File: src/intel_hex_record_parser_core_assert.svh
// assertion macros for the intel hex record parser
`ifndef INTEL_HEX_RECORD_PARSER_CORE_ASSERT_SVH
`define INTEL_HEX_RECORD_PARSER_CORE_ASSERT_SVH

// same-cycle implication
`define IHEXP_ASSERT_IMP(label, clk, rstn, ante, cons, msg) \
    label: assert property (@(posedge clk) disable iff (!(rstn)) (ante) |-> (cons)) \
        else $error(msg);

// next-cycle implication
`define IHEXP_ASSERT_NXT(label, clk, rstn, ante, cons, msg) \
    label: assert property (@(posedge clk) disable iff (!(rstn)) (ante) |=> (cons)) \
        else $error(msg);

`endif

File: src/ihexp_pkg.sv
// shared types, codes and helpers for the intel hex record parser
package ihexp_pkg;

    localparam logic [1:0] MODE_RUN  = 2'd0;
    localparam logic [1:0] MODE_DONE = 2'd1;
    localparam logic [1:0] MODE_ERR  = 2'd2;

    localparam logic [1:0] KIND_DATA = 2'd0;
    localparam logic [1:0] KIND_REC  = 2'd1;
    localparam logic [1:0] KIND_EOF  = 2'd2;
    localparam logic [1:0] KIND_ERR  = 2'd3;

    localparam logic [2:0] ERR_NONE      = 3'd0;
    localparam logic [2:0] ERR_LINE      = 3'd1;
    localparam logic [2:0] ERR_HEX       = 3'd2;
    localparam logic [2:0] ERR_SHORT     = 3'd3;
    localparam logic [2:0] ERR_CHECKSUM  = 3'd4;
    localparam logic [2:0] ERR_TYPE      = 3'd5;

    localparam logic [7:0] REC_DATA      = 8'd0;
    localparam logic [7:0] REC_EOF       = 8'd1;
    localparam logic [7:0] REC_EXT_SEG   = 8'd2;
    localparam logic [7:0] REC_START_SEG = 8'd3;
    localparam logic [7:0] REC_EXT_LIN   = 8'd4;
    localparam logic [7:0] REC_START_LIN = 8'd5;

    localparam logic [7:0] CH_NL    = 8'h0A;
    localparam logic [7:0] CH_COLON = 8'h3A;
    localparam logic [7:0] CH_0     = 8'h30;
    localparam logic [7:0] CH_9     = 8'h39;
    localparam logic [7:0] CH_UA    = 8'h41;
    localparam logic [7:0] CH_UF    = 8'h46;
    localparam logic [7:0] CH_LA    = 8'h61;
    localparam logic [7:0] CH_LF    = 8'h66;

    typedef struct packed {
        logic [1:0]  kind;
        logic [7:0]  data_byte;
        logic [31:0] byte_address;
        logic        block_start;
        logic [7:0]  rec_type;
        logic [31:0] start_addr;
        logic [2:0]  err_code;
    } result_t;

    typedef struct packed {
        logic       res_vld;
        logic [1:0] mode;
    } eng_stat_t;

    // returns {is_hex, nibble}
    function automatic logic [4:0] hex_decode(input logic [7:0] c);
        logic [7:0] d;
        d = 8'd0;
        if (c >= CH_0 && c <= CH_9) begin
            d = c - CH_0;
            return {1'b1, d[3:0]};
        end
        if (c >= CH_UA && c <= CH_UF) begin
            d = c - CH_UA + 8'd10;
            return {1'b1, d[3:0]};
        end
        if (c >= CH_LA && c <= CH_LF) begin
            d = c - CH_LA + 8'd10;
            return {1'b1, d[3:0]};
        end
        return 5'd0;
    endfunction

endpackage

File: src/ihexp_engine.sv
// record parsing state and per-character next-state logic
module ihexp_engine
    import ihexp_pkg::*;
(
    input  logic       clk,
    input  logic       rstn,
    input  logic       fire,
    input  logic [7:0] ch,
    output eng_stat_t  stat,
    output result_t    res
);

    logic [1:0]  mode_reg, mode_next;
    logic [9:0]  pos_reg, pos_next;
    logic [7:0]  count_reg, count_next;
    logic [7:0]  off_hi_reg, off_hi_next;
    logic [7:0]  kind_reg, kind_next;
    logic [7:0]  sum_reg, sum_next;
    logic [3:0]  hold_reg, hold_next;
    logic [31:0] field_reg, field_next;
    logic [31:0] base_reg, base_next;
    logic [31:0] cur_addr_reg, cur_addr_next;
    logic [31:0] expect_reg, expect_next;
    logic        run_open_reg, run_open_next;
    logic [31:0] start_reg, start_next;

    logic [4:0]  hex_info;
    logic [7:0]  byte_val;
    logic [31:0] addr_inc;
    logic [9:0]  full_pos;
    logic [9:0]  data_end;
    logic        r_vld;
    logic [1:0]  r_kind;
    logic [7:0]  r_data;
    logic [31:0] r_addr;
    logic        r_bs;
    logic [7:0]  r_type;
    logic [2:0]  r_err;

    assign hex_info = hex_decode(ch);
    assign byte_val = {hold_reg, hex_info[3:0]};
    assign addr_inc = cur_addr_reg + 32'd1;
    assign full_pos = 10'd11 + {1'b0, count_reg, 1'b0};
    assign data_end = 10'd8 + {1'b0, count_reg, 1'b0};

    always_comb begin
        mode_next     = mode_reg;
        pos_next      = pos_reg;
        count_next    = count_reg;
        off_hi_next   = off_hi_reg;
        kind_next     = kind_reg;
        sum_next      = sum_reg;
        hold_next     = hold_reg;
        field_next    = field_reg;
        base_next     = base_reg;
        cur_addr_next = cur_addr_reg;
        expect_next   = expect_reg;
        run_open_next = run_open_reg;
        start_next    = start_reg;
        r_vld  = 1'b0;
        r_kind = KIND_DATA;
        r_data = 8'd0;
        r_addr = 32'd0;
        r_bs   = 1'b0;
        r_type = 8'd0;
        r_err  = ERR_NONE;
        if (mode_reg == MODE_RUN) begin
            if (ch == CH_NL) begin
                r_vld = 1'b1;
                if (pos_reg == 10'd0) begin
                    mode_next = MODE_ERR;
                    r_kind    = KIND_ERR;
                    r_err     = ERR_LINE;
                end else if (pos_reg < full_pos) begin
                    mode_next = MODE_ERR;
                    r_kind    = KIND_ERR;
                    r_err     = ERR_SHORT;
                end else if (sum_reg != 8'd0) begin
                    mode_next = MODE_ERR;
                    r_kind    = KIND_ERR;
                    r_err     = ERR_CHECKSUM;
                end else if (kind_reg == REC_EOF) begin
                    pos_next  = 10'd0;
                    mode_next = MODE_DONE;
                    r_kind    = KIND_EOF;
                    r_type    = kind_reg;
                end else if (kind_reg == REC_EXT_SEG || kind_reg == REC_START_SEG) begin
                    mode_next = MODE_ERR;
                    r_kind    = KIND_ERR;
                    r_err     = ERR_TYPE;
                end else begin
                    pos_next = 10'd0;
                    r_kind   = KIND_REC;
                    r_type   = kind_reg;
                    if (kind_reg == REC_EXT_LIN) begin
                        base_next = {field_reg[15:0], 16'd0};
                    end
                    if (kind_reg == REC_START_LIN) begin
                        start_next = field_reg;
                    end
                end
            end else if (pos_reg == 10'd0) begin
                if (ch != CH_COLON) begin
                    r_vld     = 1'b1;
                    mode_next = MODE_ERR;
                    r_kind    = KIND_ERR;
                    r_err     = ERR_LINE;
                end else begin
                    pos_next    = 10'd1;
                    count_next  = 8'd0;
                    off_hi_next = 8'd0;
                    kind_next   = 8'd0;
                    sum_next    = 8'd0;
                    hold_next   = 4'd0;
                    field_next  = 32'd0;
                end
            end else if (pos_reg >= full_pos) begin
                // trailing text after the checksum is dropped
                pos_next = pos_reg;
            end else if (!hex_info[4]) begin
                r_vld     = 1'b1;
                mode_next = MODE_ERR;
                r_kind    = KIND_ERR;
                r_err     = ERR_HEX;
            end else begin
                pos_next = pos_reg + 10'd1;
                if (pos_reg >= 10'd9 && pos_reg <= data_end) begin
                    field_next = {field_reg[27:0], hex_info[3:0]};
                end
                if (pos_reg[0]) begin
                    hold_next = hex_info[3:0];
                end else begin
                    sum_next = sum_reg + byte_val;
                    if (pos_reg == 10'd2) begin
                        count_next = byte_val;
                    end else if (pos_reg == 10'd4) begin
                        off_hi_next = byte_val;
                    end else if (pos_reg == 10'd6) begin
                        // record start address, advanced by one for each data byte
                        cur_addr_next = base_reg + {16'd0, off_hi_reg, byte_val};
                    end else if (pos_reg == 10'd8) begin
                        kind_next = byte_val;
                    end else if (pos_reg >= 10'd10 && pos_reg <= data_end
                                 && kind_reg == REC_DATA) begin
                        r_vld         = 1'b1;
                        r_kind        = KIND_DATA;
                        r_data        = byte_val;
                        r_addr        = cur_addr_reg;
                        r_bs          = !run_open_reg || (cur_addr_reg != expect_reg);
                        run_open_next = 1'b1;
                        expect_next   = addr_inc;
                        cur_addr_next = addr_inc;
                    end
                end
            end
        end
    end

    always_ff @(posedge clk) begin
        if (!rstn) begin
            mode_reg     <= MODE_RUN;
            pos_reg      <= 10'd0;
            count_reg    <= 8'd0;
            off_hi_reg   <= 8'd0;
            kind_reg     <= 8'd0;
            sum_reg      <= 8'd0;
            hold_reg     <= 4'd0;
            field_reg    <= 32'd0;
            base_reg     <= 32'd0;
            cur_addr_reg <= 32'd0;
            expect_reg   <= 32'd0;
            run_open_reg <= 1'b0;
            start_reg    <= 32'd0;
        end else if (fire) begin
            mode_reg     <= mode_next;
            pos_reg      <= pos_next;
            count_reg    <= count_next;
            off_hi_reg   <= off_hi_next;
            kind_reg     <= kind_next;
            sum_reg      <= sum_next;
            hold_reg     <= hold_next;
            field_reg    <= field_next;
            base_reg     <= base_next;
            cur_addr_reg <= cur_addr_next;
            expect_reg   <= expect_next;
            run_open_reg <= run_open_next;
            start_reg    <= start_next;
        end
    end

    assign stat.res_vld = r_vld;
    assign stat.mode    = mode_reg;

    assign res.kind         = r_kind;
    assign res.data_byte    = r_data;
    assign res.byte_address = r_addr;
    assign res.block_start  = r_bs;
    assign res.rec_type     = r_type;
    assign res.start_addr   = start_next;
    assign res.err_code     = r_err;

endmodule

File: src/ihexp_out_reg.sv
// result register toward the output channel
module ihexp_out_reg
    import ihexp_pkg::*;
(
    input  logic    clk,
    input  logic    rstn,
    input  logic    load,
    input  result_t res_in,
    input  logic    m_ready,
    output logic    m_valid,
    output result_t res_out
);

    logic    vld_reg, vld_next;
    result_t res_reg;

    always_comb begin
        vld_next = vld_reg;
        if (load) begin
            vld_next = 1'b1;
        end else if (m_ready) begin
            vld_next = 1'b0;
        end
    end

    always_ff @(posedge clk) begin
        if (!rstn) begin
            vld_reg <= 1'b0;
        end else begin
            vld_reg <= vld_next;
        end
    end

    always_ff @(posedge clk) begin
        if (load) begin
            res_reg <= res_in;
        end
    end

    assign m_valid = vld_reg;
    assign res_out = res_reg;

endmodule

File: src/intel_hex_record_parser_core.sv
// intel hex record parser: one character per transaction, at most one result each
// flow: an accepted character waits in the input register until it is parsed; its result is then registered
// throughput: one character per cycle while m_ready stays high
// the input register and the result register decouple the two channels
// reset (aresetn low, synchronous): parser running, expecting a line start, all parser state zero
`include "intel_hex_record_parser_core_assert.svh"
module intel_hex_record_parser_core
    import ihexp_pkg::*;
(
    input  logic        aclk,
    input  logic        aresetn,
    input  logic        s_valid,
    output logic        s_ready,
    input  logic [7:0]  s_ch,
    output logic        m_valid,
    input  logic        m_ready,
    output logic [1:0]  m_kind,
    output logic [7:0]  m_data_byte,
    output logic [31:0] m_byte_address,
    output logic        m_block_start,
    output logic [7:0]  m_rec_type,
    output logic [31:0] m_start_addr,
    output logic [2:0]  m_err_code
);

    logic       in_vld_reg, in_vld_next;
    logic [7:0] in_ch_reg;
    logic       fire;
    eng_stat_t  stat;
    result_t    eng_res;
    result_t    out_res;

    // parse when the result register can take whatever this character produces
    assign fire    = in_vld_reg && (!m_valid || m_ready);
    assign s_ready = !in_vld_reg || fire;

    always_comb begin
        in_vld_next = in_vld_reg;
        if (s_valid && s_ready) begin
            in_vld_next = 1'b1;
        end else if (fire) begin
            in_vld_next = 1'b0;
        end
    end

    always_ff @(posedge aclk) begin
        if (!aresetn) begin
            in_vld_reg <= 1'b0;
        end else begin
            in_vld_reg <= in_vld_next;
        end
    end

    always_ff @(posedge aclk) begin
        if (s_valid && s_ready) begin
            in_ch_reg <= s_ch;
        end
    end

    ihexp_engine u_engine (
        .clk  (aclk),
        .rstn (aresetn),
        .fire (fire),
        .ch   (in_ch_reg),
        .stat (stat),
        .res  (eng_res)
    );

    ihexp_out_reg u_out_reg (
        .clk     (aclk),
        .rstn    (aresetn),
        .load    (fire && stat.res_vld),
        .res_in  (eng_res),
        .m_ready (m_ready),
        .m_valid (m_valid),
        .res_out (out_res)
    );

    assign m_kind         = out_res.kind;
    assign m_data_byte    = out_res.data_byte;
    assign m_byte_address = out_res.byte_address;
    assign m_block_start  = out_res.block_start;
    assign m_rec_type     = out_res.rec_type;
    assign m_start_addr   = out_res.start_addr;
    assign m_err_code     = out_res.err_code;

    `IHEXP_ASSERT_IMP(a_data_clean, aclk, aresetn, m_valid && m_kind == KIND_DATA, m_rec_type == 8'd0 && m_err_code == ERR_NONE, "data result carries type or error")
    `IHEXP_ASSERT_IMP(a_err_coded, aclk, aresetn, m_valid && m_kind == KIND_ERR, m_err_code != ERR_NONE && m_byte_address == 32'd0, "error result without a code")
    `IHEXP_ASSERT_IMP(a_quiet_after_stop, aclk, aresetn, stat.mode != MODE_RUN, !stat.res_vld, "result produced after end or error")
    `IHEXP_ASSERT_NXT(a_stall_hold, aclk, aresetn, in_vld_reg && !fire, in_vld_reg && $stable(in_ch_reg), "held character lost during stall")

endmodule

File: config.mk
export PLATFORM = sky130hd
export DESIGN_NAME = intel_hex_record_parser_core
export DESIGN_NICKNAME = d
export VERILOG_FILES = /design/src/ihexp_pkg.sv /design/src/ihexp_engine.sv /design/src/ihexp_out_reg.sv /design/src/intel_hex_record_parser_core.sv
export VERILOG_INCLUDE_DIRS = /design/src /design/src/src
export SDC_FILE = /design/constraint.sdc
export NUM_CORES = 1
export LEC_CHECK = 0
export BUFFER_PORTS_ARGS = -buffer_cell sky130_fd_sc_hd__buf_2
export CORE_MARGIN = 2
export CORE_UTILIZATION = 55
export DETAILED_ROUTE_END_ITERATION = 8
export MAX_ROUTING_LAYER = met4
export PLACE_DENSITY_LB_ADDON = 0.15
export SETUP_SLACK_MARGIN = 0.05
export SLEW_MARGIN = 20
export SYNTH_ARGS = -nofsm -noshare
export SYNTH_HDL_FRONTEND = slang
export SYNTH_SLANG_ARGS = --single-unit
File: constraint.sdc
create_clock -name aclk -period 4.4 [get_ports aclk]
set_input_delay 0.88 -clock aclk [delete_from_list [all_inputs] [get_ports aclk]]
set_output_delay 0.88 -clock aclk [all_outputs]
set_load 0.05 [all_outputs]
==> key figures <==
Critical path
  • CP Class: flip-flop to flip-flop
  • Crit end category: flip-flop
  • Worst Path Required: 4.60 ns
  • CP max FO: 32
  • Worst setup startpoint: u_engine.count_reg[2]
  • Critical path arrival: 4.18 ns
  • CP Launch Type: flip-flop
  • Worst reg2reg startpoint: u_engine.count_reg[2]

Timing
  • Setup violators final: 0
  • Max transition margin: 34.0%
  • Setup TNS: 0 ns
  • Min Tclk post-route: 3.99 ns
  • Slew @ Worst Pin: 0.990 ns
  • Hold Vio Cnt, Final: 0
  • Final period utilization: 90.6%
  • Final Slew Violations: 0
  • Unrepaired setup endpoints after global routing: no
  • Clock Skews: 0.0205 ns
  • Max Freq: 0.251 GHz

Clock tree
  • CTS tree: yes
  • Post-CTS setup buffer count: 0
  • CTS Buffer Depth: 3
  • Clock transition at the registers of the reported paths: 0.06 ns
  • Clk root buf: clkbuf_16
  • Htree depth: 1
  • Worst skew pair latency: 0.56 ns
  • Sink count of the clock tree: 289
  • CTS Buf Count: 30

Synth
  • Synth Area in Adders: 3.62%
  • Post-synthesis simple-gate area fraction: 19.8%
  • Post-synthesis area per instance: 9.40 um^2
  • Async SR Flop Fraction: 0%
  • Yosys Warn Count: 0
  • Mapped Nets: 1509
  • Number of synthesized register bits: 289
  • Multiplexer share of the synthesized area: 4.98%
  • Top FF cell, synth: dfxtp_1
  • Post-synthesis compound-gate area fraction: 14.0%
  • Synth top cells by count: nand2_1, dfxtp_1, a21oi_1, edfxtp_1, nor2_1
  • XOR/XNOR share of the synthesized area: 4.92%
  • Most common cell in the netlist: nand2_1
  • Top cell type's share of synthesized area: 28.5%
  • Synthesized netlist cell count: 1458
  • Largest cells by area after synthesis: dfxtp_1, edfxtp_1, nand2_1, a21oi_1, xor2_1
  • Number of synthesized flops with an enable pin: 94
  • Largest family of logic cells by synthesized area: simple AND/OR/NAND/NOR gates
  • Syn Std Cell Area: 13700 um^2
  • Register area share after synthesis: 49.1%
  • Synth area leader: dfxtp_1
  • Distinct cells, synth: 72

Layout
  • Largest register FFs: 86
  • Layout cells sized above 1: 14.8%
  • Nets: 1563
  • Area occupied by multi-input gates: 6520 um^2
  • Fillers: 2025
  • Layout area overhead: 12.7%
  • Final std cells w/o fill: 1860
  • Ant diodes: 0
  • Register area: 6730 um^2

Power
  • Leakage power: 0.00582 uW
  • Pwr/cell area: 364 nW/um^2
  • Worst vdd ir: 0.339 mV

Die
  • Die area: 26200 um^2
  • FP Rows: 57
  • Die X: 162 um
  • Core area: 24400 um^2
  • Initial Util: 56.2%
  • I/O pins: 100
  • Die Ht: 162 um

Drt
  • Via count of the routed design: 11.0k
  • Drt first-iter violations: 922
  • Final WL: 34900 um
  • DRT Pass-1 Iters: 5
  • Drt drc: 0
  • Avg Vias per Cell: 5.89
  • Antenna Nets Post-Route: 0
  • Drt wl/cell: 18.8 um

Placement
  • IO buf count: 99
  • Dpl cells: 1804
  • GPL Wtd Cong: 0.945
  • DP HPWL: 23100 um

Run status
  • Status: completed

Global routing
  • First-pass GRT wire length: 55600 um
  • GR Layer Usage met1: 40.4%
  • Busiest grt layer: met1
  • Vias in the first global route: 10.1k
  • Largest net degree at the start of global routing: 76
  • Initial antenna violation count: 0
  • Total global-route track usage: 27.1%
  • Met3 GRT Util: 2.96%
  • Grt met2 use: 39.8%
  • Grt ovf: 0

Run
  • Max Cap Viol: 0

Worst hold path
  • Hold Startpoint: u_engine.start_reg[25]
  • Min-delay worst type: flip-flop to flip-flop
==> metrics by stage <==
stage | util (%) | hold slack (ns) | instance area [um^2] | power [uW] | worst slack (ns)
2_1_floorplan | - | 0.429 | 13700 | 3100 | 0.193
3_3_place_gp | 59.3 | 0.435 | 14500 | 3180 | 0.471
3_5_place_dp | 59.3 | 0.441 | 14500 | 3180 | 0.420
4_1_cts | 63.3 | 0.449 | 15400 | 5660 | 0.307
5_1_grt | 63.3 | 0.465 | 15400 | 5770 | 0.113
6_report | 63.3 | 0.447 | 15400 | 5620 | 0.412
==> timing repair <==
action	CTS	global route
endpoints found under the setup margin	0	113
resized for setup	0	2
hold buffers	0	0
==> worst paths after layout <==
path                                          endpoint  cells after the start  slack, ns
worst min register to register  u_engine.start_reg[25]                      2       0.45
worst max-delay path             u_out_reg.res_out[56]                     11       0.41
worst min-delay path            u_engine.start_reg[25]                      2       0.45
worst max register to register   u_out_reg.res_out[56]                     11       0.41
==> area by class of cell <==
type / instances / area share [%]
clock buffer: 35 / 5.05
multi-input combinational: 1042 / 42.2
clock inverter: 21 / 1.22
inverter: 20 / 0.526
tap: 324 / 2.62
timing repair buffer: 129 / 4.83
sequential: 289 / 43.5
==> worst max-delay path, cell delays in order (launching register included) <==
cell        delay [ns]
dfxtp_1           0.46
ha_1              0.25
and3_1            0.21
nand3_1           0.09
ha_1              0.33
nand4_1           0.11
o41ai_1           0.71
o2111ai_1         0.41
a211oi_1          0.30
o21ai_0           0.20
clkinvlp_4        0.15
buf_4             0.40
==> power breakdown <==
part | internal [uW] | switching (uW) | total [uW] | leakage (uW)
sequential | 2800 | 16.8 | 2820 | 0.00241
clock | 1440 | 1060 | 2500 | 0.000467
combinational | 51.7 | 253 | 305 | 0.00294
==> placed cells by master (no fill, tap or decap), types with 31 or more instances in the layout <==
master,n
mux2i_1,31
o21ai_0,52
nand2_1,203
a21oi_1,117
mux2_2,33
edfxtp_1,94
xor2_1,57
dfxtp_1,195
ha_1,38
nor2_1,93
buf_2,99
and2_1,54
nand3_1,83
==> routing by layer <==
layer / vias to the layer above / part of all wire (%)
met4: 0 / 2.1
met1: 5185 / 48
met3: 55 / 6.4
met5: - / 0
met2: 395 / 44
li1: 5320 / -
==> cell families (layout without fill, tap and decap cells) <==
kind of cell	count (synthesis)	in the layout
flops	289	289
compound gates	303	303
mux	64	64
fa+ha+maj	39	39
buf+inv	127	205
xor+xnor	77	77
simple gates	559	559
(Power assumes the default switching activity.)
